--- src/rtl/tlf_pkg.sv ---
`timescale 1ns / 1ps

package tlf_pkg;

  // segment buffer depth and derived widths
  localparam int MAX_WIDTH = 32;
  localparam int ADDR_W    = $clog2(MAX_WIDTH);
  localparam int CNT_W     = ADDR_W + 1;
  localparam int FOLD_W    = 6;

  localparam logic [FOLD_W-1:0] FOLD_RESET = FOLD_W'(15);

  localparam logic [7:0] CH_SPACE = 8'h20;
  localparam logic [7:0] CH_TAB   = 8'h09;
  localparam logic [7:0] CH_NL    = 8'h0A;

  typedef struct packed {
    logic [7:0] ch;
    logic       last;
    logic       done;
  } tlf_item_t;

endpackage

--- src/rtl/tlf_obuf.sv ---
`timescale 1ns / 1ps

module tlf_obuf (
  input  logic               clk,
  input  logic               rst,
  input  logic               item_valid,
  input  tlf_pkg::tlf_item_t item,
  output logic [1:0]         level,
  output logic               fold_valid,
  input  logic               fold_stall,
  output logic [7:0]         char_out,
  output logic               last_of_run,
  output logic               stream_done
);
  import tlf_pkg::*;

  logic      out_valid;
  logic      skid_valid;
  tlf_item_t out_item;
  tlf_item_t skid_item;
  logic      pop;

  assign pop = out_valid && !fold_stall;

  // occupancy left after this cycle's transaction, not counting the arriving item
  assign level = {1'b0, out_valid} + {1'b0, skid_valid} - {1'b0, pop};

  always_ff @(posedge clk) begin
    if (rst) begin
      out_valid  <= 1'b0;
      skid_valid <= 1'b0;
    end else if (!out_valid || pop) begin
      if (skid_valid) begin
        out_valid  <= 1'b1;
        out_item   <= skid_item;
        skid_valid <= item_valid;
        skid_item  <= item;
      end else begin
        out_valid <= item_valid;
        out_item  <= item;
      end
    end else if (item_valid) begin
      skid_valid <= 1'b1;
      skid_item  <= item;
    end
  end

  assign fold_valid  = out_valid;
  assign char_out    = out_item.ch;
  assign last_of_run = out_item.last;
  assign stream_done = out_item.done;

endmodule

--- src/rtl/text_line_folder_top.sv ---
`timescale 1ns / 1ps

// channel   | handshake                 | payload
// text      | text_valid / text_stall   | char_in, end_of_text
// fold      | fold_valid / fold_stall   | char_out, last_of_run, stream_done
// config    | cfg_write                 | cfg_data (fold_width)
//
// An input transaction is taken while the sequencer is idle; its results are then issued one per
// cycle while the fold side does not stall (pending newline first, then the buffered bytes
// read from the segment RAM). The single RAM read port sets this rate.
// The output register plus a skid entry let the next input be taken while results wait.
// Reset is synchronous; no clearing pass, the segment RAM is only read where written.
// A stall on the fold side pauses the read sequencer without losing in-flight data.

module text_line_folder_top (
  input  logic       clk,
  input  logic       rst,
  input  logic       cfg_write,
  input  logic [5:0] cfg_data,
  input  logic       text_valid,
  output logic       text_stall,
  input  logic [7:0] char_in,
  input  logic       end_of_text,
  output logic       fold_valid,
  input  logic       fold_stall,
  output logic [7:0] char_out,
  output logic       last_of_run,
  output logic       stream_done
);
  import tlf_pkg::*;

  typedef enum logic {ST_IDLE, ST_EMIT} state_t;

  function automatic logic is_blank(input logic [7:0] c);
    return (c == CH_SPACE) || (c == CH_TAB);
  endfunction

  // line state
  logic [FOLD_W-1:0] fold_width;
  logic [ADDR_W-1:0] base;
  logic [CNT_W-1:0]  fill;
  logic [ADDR_W-1:0] brk;
  logic [ADDR_W-1:0] sp_run;
  logic              run_open;
  logic              pvb;
  logic              skip;
  logic              nlp;

  logic [ADDR_W-1:0] base_next;
  logic [CNT_W-1:0]  fill_next;
  logic [ADDR_W-1:0] brk_next;
  logic [ADDR_W-1:0] sp_run_next;
  logic              run_open_next;
  logic              pvb_next;
  logic              skip_next;
  logic              nlp_next;

  // emit job
  state_t            state;
  logic              job_nl;
  logic [CNT_W-1:0]  job_cnt;
  logic [ADDR_W-1:0] job_ptr;
  logic              job_eot;
  logic              job_nl_next;
  logic [CNT_W-1:0]  job_cnt_next;
  logic              job_eot_next;

  logic              accept;
  logic              wr_en;
  logic [ADDR_W-1:0] wr_addr;
  logic [CNT_W-1:0]  w_eff;
  logic [CNT_W-1:0]  fill_inc;
  logic [CNT_W-1:0]  start;
  logic [CNT_W-1:0]  keep;
  logic              blank;

  // read pipeline
  logic [7:0]        seg_mem [MAX_WIDTH];
  logic [7:0]        mem_q;
  logic              rd_pend;
  logic              p1_from_mem;
  logic              p1_last;
  logic              p1_done;
  logic              issue;
  logic              issue_last;
  logic [1:0]        obuf_level;
  tlf_item_t         p1_item;

  assign text_stall = (state != ST_IDLE);
  assign accept     = text_valid && !text_stall;
  assign blank      = is_blank(char_in);
  assign fill_inc   = fill + CNT_W'(1);
  assign wr_addr    = base + fill[ADDR_W-1:0];

  always_comb begin
    if (fold_width == '0) begin
      w_eff = CNT_W'(1);
    end else if (CNT_W'(fold_width) > CNT_W'(MAX_WIDTH)) begin
      w_eff = CNT_W'(MAX_WIDTH);
    end else begin
      w_eff = CNT_W'(fold_width);
    end
  end

  always_comb begin
    base_next     = base;
    fill_next     = fill;
    brk_next      = brk;
    sp_run_next   = sp_run;
    run_open_next = run_open;
    pvb_next      = pvb;
    skip_next     = skip;
    nlp_next      = nlp;
    job_nl_next   = 1'b0;
    job_cnt_next  = '0;
    job_eot_next  = 1'b0;
    wr_en         = 1'b0;
    start         = '0;
    keep          = '0;
    if (end_of_text) begin
      job_nl_next   = nlp && (fill != '0);
      job_cnt_next  = fill;
      job_eot_next  = 1'b1;
      fill_next     = '0;
      brk_next      = '0;
      sp_run_next   = '0;
      run_open_next = 1'b0;
      pvb_next      = 1'b1;
      skip_next     = 1'b0;
      nlp_next      = 1'b0;
    end else if (!(skip && char_in == CH_SPACE)) begin
      skip_next = 1'b0;
      if (char_in == CH_NL) begin
        job_nl_next   = nlp;
        job_cnt_next  = fill;
        nlp_next      = 1'b1;
        fill_next     = '0;
        brk_next      = '0;
        run_open_next = 1'b0;
        pvb_next      = 1'b0;
      end else begin
        wr_en    = 1'b1;
        pvb_next = blank;
        // track the space run right after the last break so the fold
        // knows where the carried text starts without rescanning
        if (blank && !pvb) begin
          brk_next      = fill[ADDR_W-1:0];
          sp_run_next   = '0;
          run_open_next = 1'b1;
        end else if (run_open && char_in == CH_SPACE) begin
          sp_run_next = sp_run + ADDR_W'(1);
        end else begin
          run_open_next = 1'b0;
        end
        fill_next = fill_inc;
        if (fill_inc >= w_eff) begin
          if (brk_next != '0) begin
            job_cnt_next = CNT_W'(brk_next);
            start        = CNT_W'(brk_next) + CNT_W'(1) + CNT_W'(sp_run_next);
          end else begin
            job_cnt_next = fill_inc;
            start        = fill_inc;
          end
          keep          = fill_inc - start;
          job_nl_next   = nlp;
          base_next     = base + start[ADDR_W-1:0];
          fill_next     = keep;
          brk_next      = '0;
          sp_run_next   = '0;
          run_open_next = 1'b0;
          // no break can lie in the carried part: the old break was the last one
          pvb_next      = ((brk_next != '0) && (keep == '0)) ? 1'b1 : blank;
          skip_next     = (keep == '0);
          nlp_next      = 1'b1;
        end
      end
    end
  end

  always_ff @(posedge clk) begin
    if (rst) begin
      fold_width <= FOLD_RESET;
      base       <= '0;
      fill       <= '0;
      brk        <= '0;
      sp_run     <= '0;
      run_open   <= 1'b0;
      pvb        <= 1'b1;
      skip       <= 1'b0;
      nlp        <= 1'b0;
    end else begin
      if (cfg_write) begin
        fold_width <= cfg_data;
      end
      if (accept) begin
        base     <= base_next;
        fill     <= fill_next;
        brk      <= brk_next;
        sp_run   <= sp_run_next;
        run_open <= run_open_next;
        pvb      <= pvb_next;
        skip     <= skip_next;
        nlp      <= nlp_next;
      end
    end
  end

  // segment RAM: one write port, one registered read port
  always_ff @(posedge clk) begin
    if (accept && wr_en) begin
      seg_mem[wr_addr] <= char_in;
    end
    mem_q <= seg_mem[job_ptr];
  end

  assign issue      = (state == ST_EMIT) && ((CNT_W'(obuf_level) + CNT_W'(rd_pend)) <= CNT_W'(1));
  assign issue_last = job_nl ? (job_cnt == '0) : (job_cnt == CNT_W'(1));

  always_ff @(posedge clk) begin
    if (rst) begin
      state   <= ST_IDLE;
      job_nl  <= 1'b0;
      job_cnt <= '0;
      job_eot <= 1'b0;
      rd_pend <= 1'b0;
    end else begin
      rd_pend <= issue;
      case (state)
        ST_IDLE: begin
          if (accept) begin
            job_nl  <= job_nl_next;
            job_cnt <= job_cnt_next;
            job_eot <= job_eot_next;
            job_ptr <= base;
            if (job_nl_next || job_cnt_next != '0) begin
              state <= ST_EMIT;
            end
          end
        end
        ST_EMIT: begin
          if (issue) begin
            if (job_nl) begin
              job_nl <= 1'b0;
            end else begin
              job_ptr <= job_ptr + ADDR_W'(1);
              job_cnt <= job_cnt - CNT_W'(1);
            end
            if (issue_last) begin
              state <= ST_IDLE;
            end
          end
        end
        default: state <= ST_IDLE;
      endcase
    end
  end

  // side info for the item whose RAM data lands next cycle
  always_ff @(posedge clk) begin
    if (issue) begin
      p1_from_mem <= !job_nl;
      p1_last     <= issue_last;
      p1_done     <= issue_last && job_eot;
    end
  end

  assign p1_item.ch   = p1_from_mem ? mem_q : CH_NL;
  assign p1_item.last = p1_last;
  assign p1_item.done = p1_done;

  tlf_obuf u_obuf (
    .clk         (clk),
    .rst         (rst),
    .item_valid  (rd_pend),
    .item        (p1_item),
    .level       (obuf_level),
    .fold_valid  (fold_valid),
    .fold_stall  (fold_stall),
    .char_out    (char_out),
    .last_of_run (last_of_run),
    .stream_done (stream_done)
  );

`ifndef SYNTHESIS
  a_no_overflow: assert property (@(posedge clk) disable iff (rst)
    !(rd_pend && obuf_level == 2'd2))
    else $error("output buffer overflow");

  a_done_is_last: assert property (@(posedge clk) disable iff (rst)
    fold_valid && stream_done |-> last_of_run)
    else $error("stream_done without last_of_run");

  a_fill_bound: assert property (@(posedge clk) disable iff (rst)
    fill < CNT_W'(MAX_WIDTH))
    else $error("segment fill out of range");

  a_eot_clears: assert property (@(posedge clk) disable iff (rst)
    text_valid && !text_stall && end_of_text |=> fill == '0 && !nlp)
    else $error("end of text left line state");
`endif

endmodule
--- config.mk ---
export PLATFORM = sky130hd
export DESIGN_NAME = text_line_folder_top
export DESIGN_NICKNAME = d
export VERILOG_FILES = /design/src/rtl/tlf_pkg.sv /design/src/rtl/tlf_obuf.sv /design/src/rtl/text_line_folder_top.sv
export SDC_FILE = /design/constraint.sdc
export NUM_CORES = 1
export LEC_CHECK = 0
export CORE_ASPECT_RATIO = 1.4
export CORE_MARGIN = 2
export CORE_UTILIZATION = 40
export DETAILED_ROUTE_END_ITERATION = 10
export DONT_BUFFER_PORTS = 1
export PLACE_DENSITY = 0.63
export SLEW_MARGIN = 15
export SYNTH_ARGS = -nofsm -noshare
export SYNTH_HDL_FRONTEND = slang
export SYNTH_SLANG_ARGS = --single-unit
--- constraint.sdc ---
create_clock -name clk -period 4.2 [get_ports clk]
set_clock_uncertainty 0.2 [all_clocks]
set_input_delay 0.42 -clock clk [delete_from_list [all_inputs] [get_ports clk]]
set_output_delay 0.42 -clock clk [all_outputs]
set_load 0.005 [all_outputs]
==> run_results.csv <==
group,metric,value,unit
placement,portBuffers,0,
clock_tree,htreeDepth,1,
drt,drt_pass1_iterations,5,
clock_tree,post_cts_buffers,0,
final_layout,syn_to_final_growth,15.4,%
synthesis,yosys-top-cells-area,"edfxtp_1, mux4_2, dfxtp_1, ha_1, nor2_1",
final_layout,instances_no_fill,1493,
placement,dp_hpwl,21500,microns
timing,fin_crit_sh,0.925,
synthesis,synth_area_leader_cell,"edfxtp_1",
synthesis,synth_top_cell_area_share,0.586,
placement,placed_cells,1409,
floorplan,start_util,0.406,
global_routing,grt_overflow,0,
global_routing,grt_pass1_wl,51500,microns
clock_tree,cts-buffers-inserted,30,
final_layout,fin_area,16800,sq um
final_layout,fin_nets,1061,
drt,antenna_left,0,
clock_tree,cts_resized,0,
synthesis,yosys_warnings,0,
clock_tree,cts.sink_count,335,
placement,gp_congestion,0.869,
clock_tree,cts_root_buf,"clkbuf_16",
drt,post-route-drc-count,0,
pwr,p_switching,1.47,mW
drt,wl_per_cell,22.7,microns
critical_path,r2r_cells,11,
hold_path,hp-class,"in2reg",
critical_path,setup.worst_path.start_class,"register",
hold_path,whs_endpoint,"u_obuf.skid_item[1]$_DFFE_PP_",
synthesis,ys_dominant_reg_cell,"edfxtp_1",
critical_path,crit_type,"reg2reg",
timing,finalHoldViolations,0,
pwr,clock_power_share,0.401,
placement,placed_area,15500,sq um
timing,setup_ws,317,ps
timing,finalSetupViolations,0,
clock_tree,clk_pin_slew_worst_paths,70,ps
timing,rsz0062_at_grt,"no",
floorplan,die-area,37900,sq um
floorplan,coreArea,35800,sq um
drt,vias,8355,
pwr,powerDensity,410,nW/um^2
synthesis,syn-cell-area,14500,sq um
clock_tree,insertion_delay,570,ps
hold_path,hp-start,"rst",
pwr,sw_frac_of_total,0.214,
critical_path,r2r_setup_slack,320,ps
critical_path,rr_endpoint,"base[0]$_SDFFE_PP0P_",
floorplan,chipWidth,165,microns
timing,fmax,0.258,GHz
clock_tree,cts_tree,"done",
pwr,seq_power_share,0.534,
global_routing,grt_max_degree,66,
floorplan,ios,32,
pwr,p_leak,5.67,nW
pwr,internal-power,5.41,mW
critical_path,rr_startpoint,"fill[0]$_SDFFE_PP0P_",
timing,slew_headroom,0.266,
placement,pre_cts_ws,-71.0,ps
floorplan,rows,82,
critical_path,crit_required,4520,ps
synthesis,synth_cells,921,
final_layout,drive_above_1_share,0.224,
global_routing,grt_pass1_vias,8624,
critical_path,cp-end-kind,"register",
synthesis,ys_ff_latch,335,
synthesis,synth.distinct_cells,62,
clock_tree,clockBufferDepth,3,
timing,period_needed,3880,ps
synthesis,ys_seq_area_frac,0.657,
timing,worstMarginPinSlew,1100,ps
outcome,status,"finished clean",
drt,drt_iter0_drc,564,
pwr,ir_worst_vdd,0.327,mV
drt,totalWireLength,33900,microns
timing,fin_hold_ws,29.6,ps
critical_path,crit_fanout,8,
global_routing,antenna_found_initial,1,
pwr,pwr-share-comb,0.065,
synthesis,avgSynthCellArea,15.8,sq um
drt,routed_via_density,5.60,
critical_path,crit_arrival,4200,ps
synthesis,synth.net_count,976,
timing,drv_slew,0,
hold_path,hold_path_depth,1,
global_routing,grt_usage,0.184,
synthesis,synth_edf_count,284,
flow_run,cap_violations,0,
synthesis,synthArstFlopShare,0,
floorplan,die_h,230,microns
final_layout,final_util,0.469,
[state kept, by name (all words and copies together) (netlist names), 6 cells and up]
register / flops
fill: 6
job_cnt: 6
mem_q: 8
fold_width: 6
seg_mem: 256
u_obuf.char_out: 8
u_obuf.skid_item: 10
[cells in the final DEF (no fill, tap or decap), types with 3 or more instances in the layout]
cell type and instances:
a211o_1 4, nor4_1 4, inv_6 3, inv_1 23, xor2_1 8, bufinv_16 3
a22oi_1 13, ha_1 31, nand3_1 12, clkbuf_1 9, xnor2_1 15, fa_1 4
o21a_1 4, buf_4 66, o31ai_1 4, or3_1 4, nand2b_1 7, edfxtp_1 284
nor3_1 7, and2_1 11, clkinv_2 5, a21oi_1 48, nor2_1 93, buf_12 5
mux4_2 80, clkinv_1 3, dlygate4sd3_1 23, a21o_1 12, dfxtp_1 51, a31oi_1 4
nand3b_1 4, mux2_2 24, nor2b_1 5, nand2_1 47, o21ai_0 20, mux2i_1 10
a21boi_0 3, clkbuf_16 31, nand4_1 5
[through the flow]
step | setup TNS, ps | power, mW
final | 0 | 6.88
after CTS | 0 | 6.94
after floorplan | 0 | 4.01
after global placement | -8.43 | 4.12
after detailed placement | -123 | 4.13
after global routing | 0 | 7.10
[layout make-up]
type / count / area (sq um)
Fill cell: 3007 / 19000
Clock inverter: 15 / 160
Multi-Input combinational cell: 521 / 4760
Tap cell: 462 / 578
Clock buffer: 41 / 823
Timing Repair Buffer: 95 / 831
Inverter: 23 / 86.3
Sequential cell: 335 / 9550
Antenna cell: 1 / 2.50
[Yosys cell counts, types with 11 or more instances]
| cell type | number |
|---|---|
| inv_1 | 23 |
| nor2_1 | 93 |
| nand3_1 | 12 |
| ha_1 | 31 |
| nand2_1 | 47 |
| edfxtp_1 | 284 |
| a22oi_1 | 13 |
| a21oi_1 | 48 |
| dfxtp_1 | 51 |
| mux2_2 | 24 |
| xnor2_1 | 15 |
| and2_1 | 11 |
| clkbuf_1 | 30 |
| mux4_2 | 80 |
| o21ai_0 | 21 |
| a21o_1 | 12 |
[worst max path at each step]
stage                               from                    to  slack (ps)  cells after the start
floorplan                     char_in[7]  fill[4]$_SDFFE_PP0P_           8                     16
global placement              char_in[7]     skip$_SDFFE_PP0P_          -8                     16
detailed placement            char_in[7]     skip$_SDFFE_PP0P_         -70                     16
CTS                 fill[0]$_SDFFE_PP0P_  base[0]$_SDFFE_PP0P_         400                     11
global route        fill[0]$_SDFFE_PP0P_  base[0]$_SDFFE_PP0P_         180                     11
finish              fill[0]$_SDFFE_PP0P_  base[0]$_SDFFE_PP0P_         320                     11
[power by group through the flow]
stage / Combinational [mW] / Sequential, mW / Clock [mW]
after floorplan: 0.284 / 3.73 / 0
after global placement: 0.379 / 3.74 / 0
after detailed placement: 0.385 / 3.75 / 0
after CTS: 0.456 / 3.67 / 2.81
after global routing: 0.487 / 3.68 / 2.93
final: 0.450 / 3.67 / 2.76
[cell families after synthesis]
group           synth area share
compound gates            0.0621
xor+xnor                  0.0139
fa+ha+maj                 0.0322
buf+inv                   0.0169
flops                      0.657
mux                        0.150
simple gates              0.0679
[worst max-delay path, cell delays in order (launching register included)]
cell           delay, ps
dfxtp_1              580
ha_1                 300
xnor2_1              220
inv_1                150
ha_1                 220
a2111oi_0            490
o21ai_0              310
nand2_1              320
buf_4                230
o21ai_0               80
a21oi_1              160
dlygate4sd3_1        560
[metal layers]
layer  GRT usage  vias to the layer above  share of wire
li1            -                     3783              -
met1       0.220                     4301           0.39
met5           0                        -              0
met3      0.0241                       77          0.037
met2       0.326                      194           0.53
met4      0.0823                        0          0.047
[what timing repair did]
action / CTS / global route
hold buffers: 27 / 0
setup endpoints to repair: 0 / 0
endpoints found under the hold margin: 304 / 0
Power figures use the tool's default switching activity.
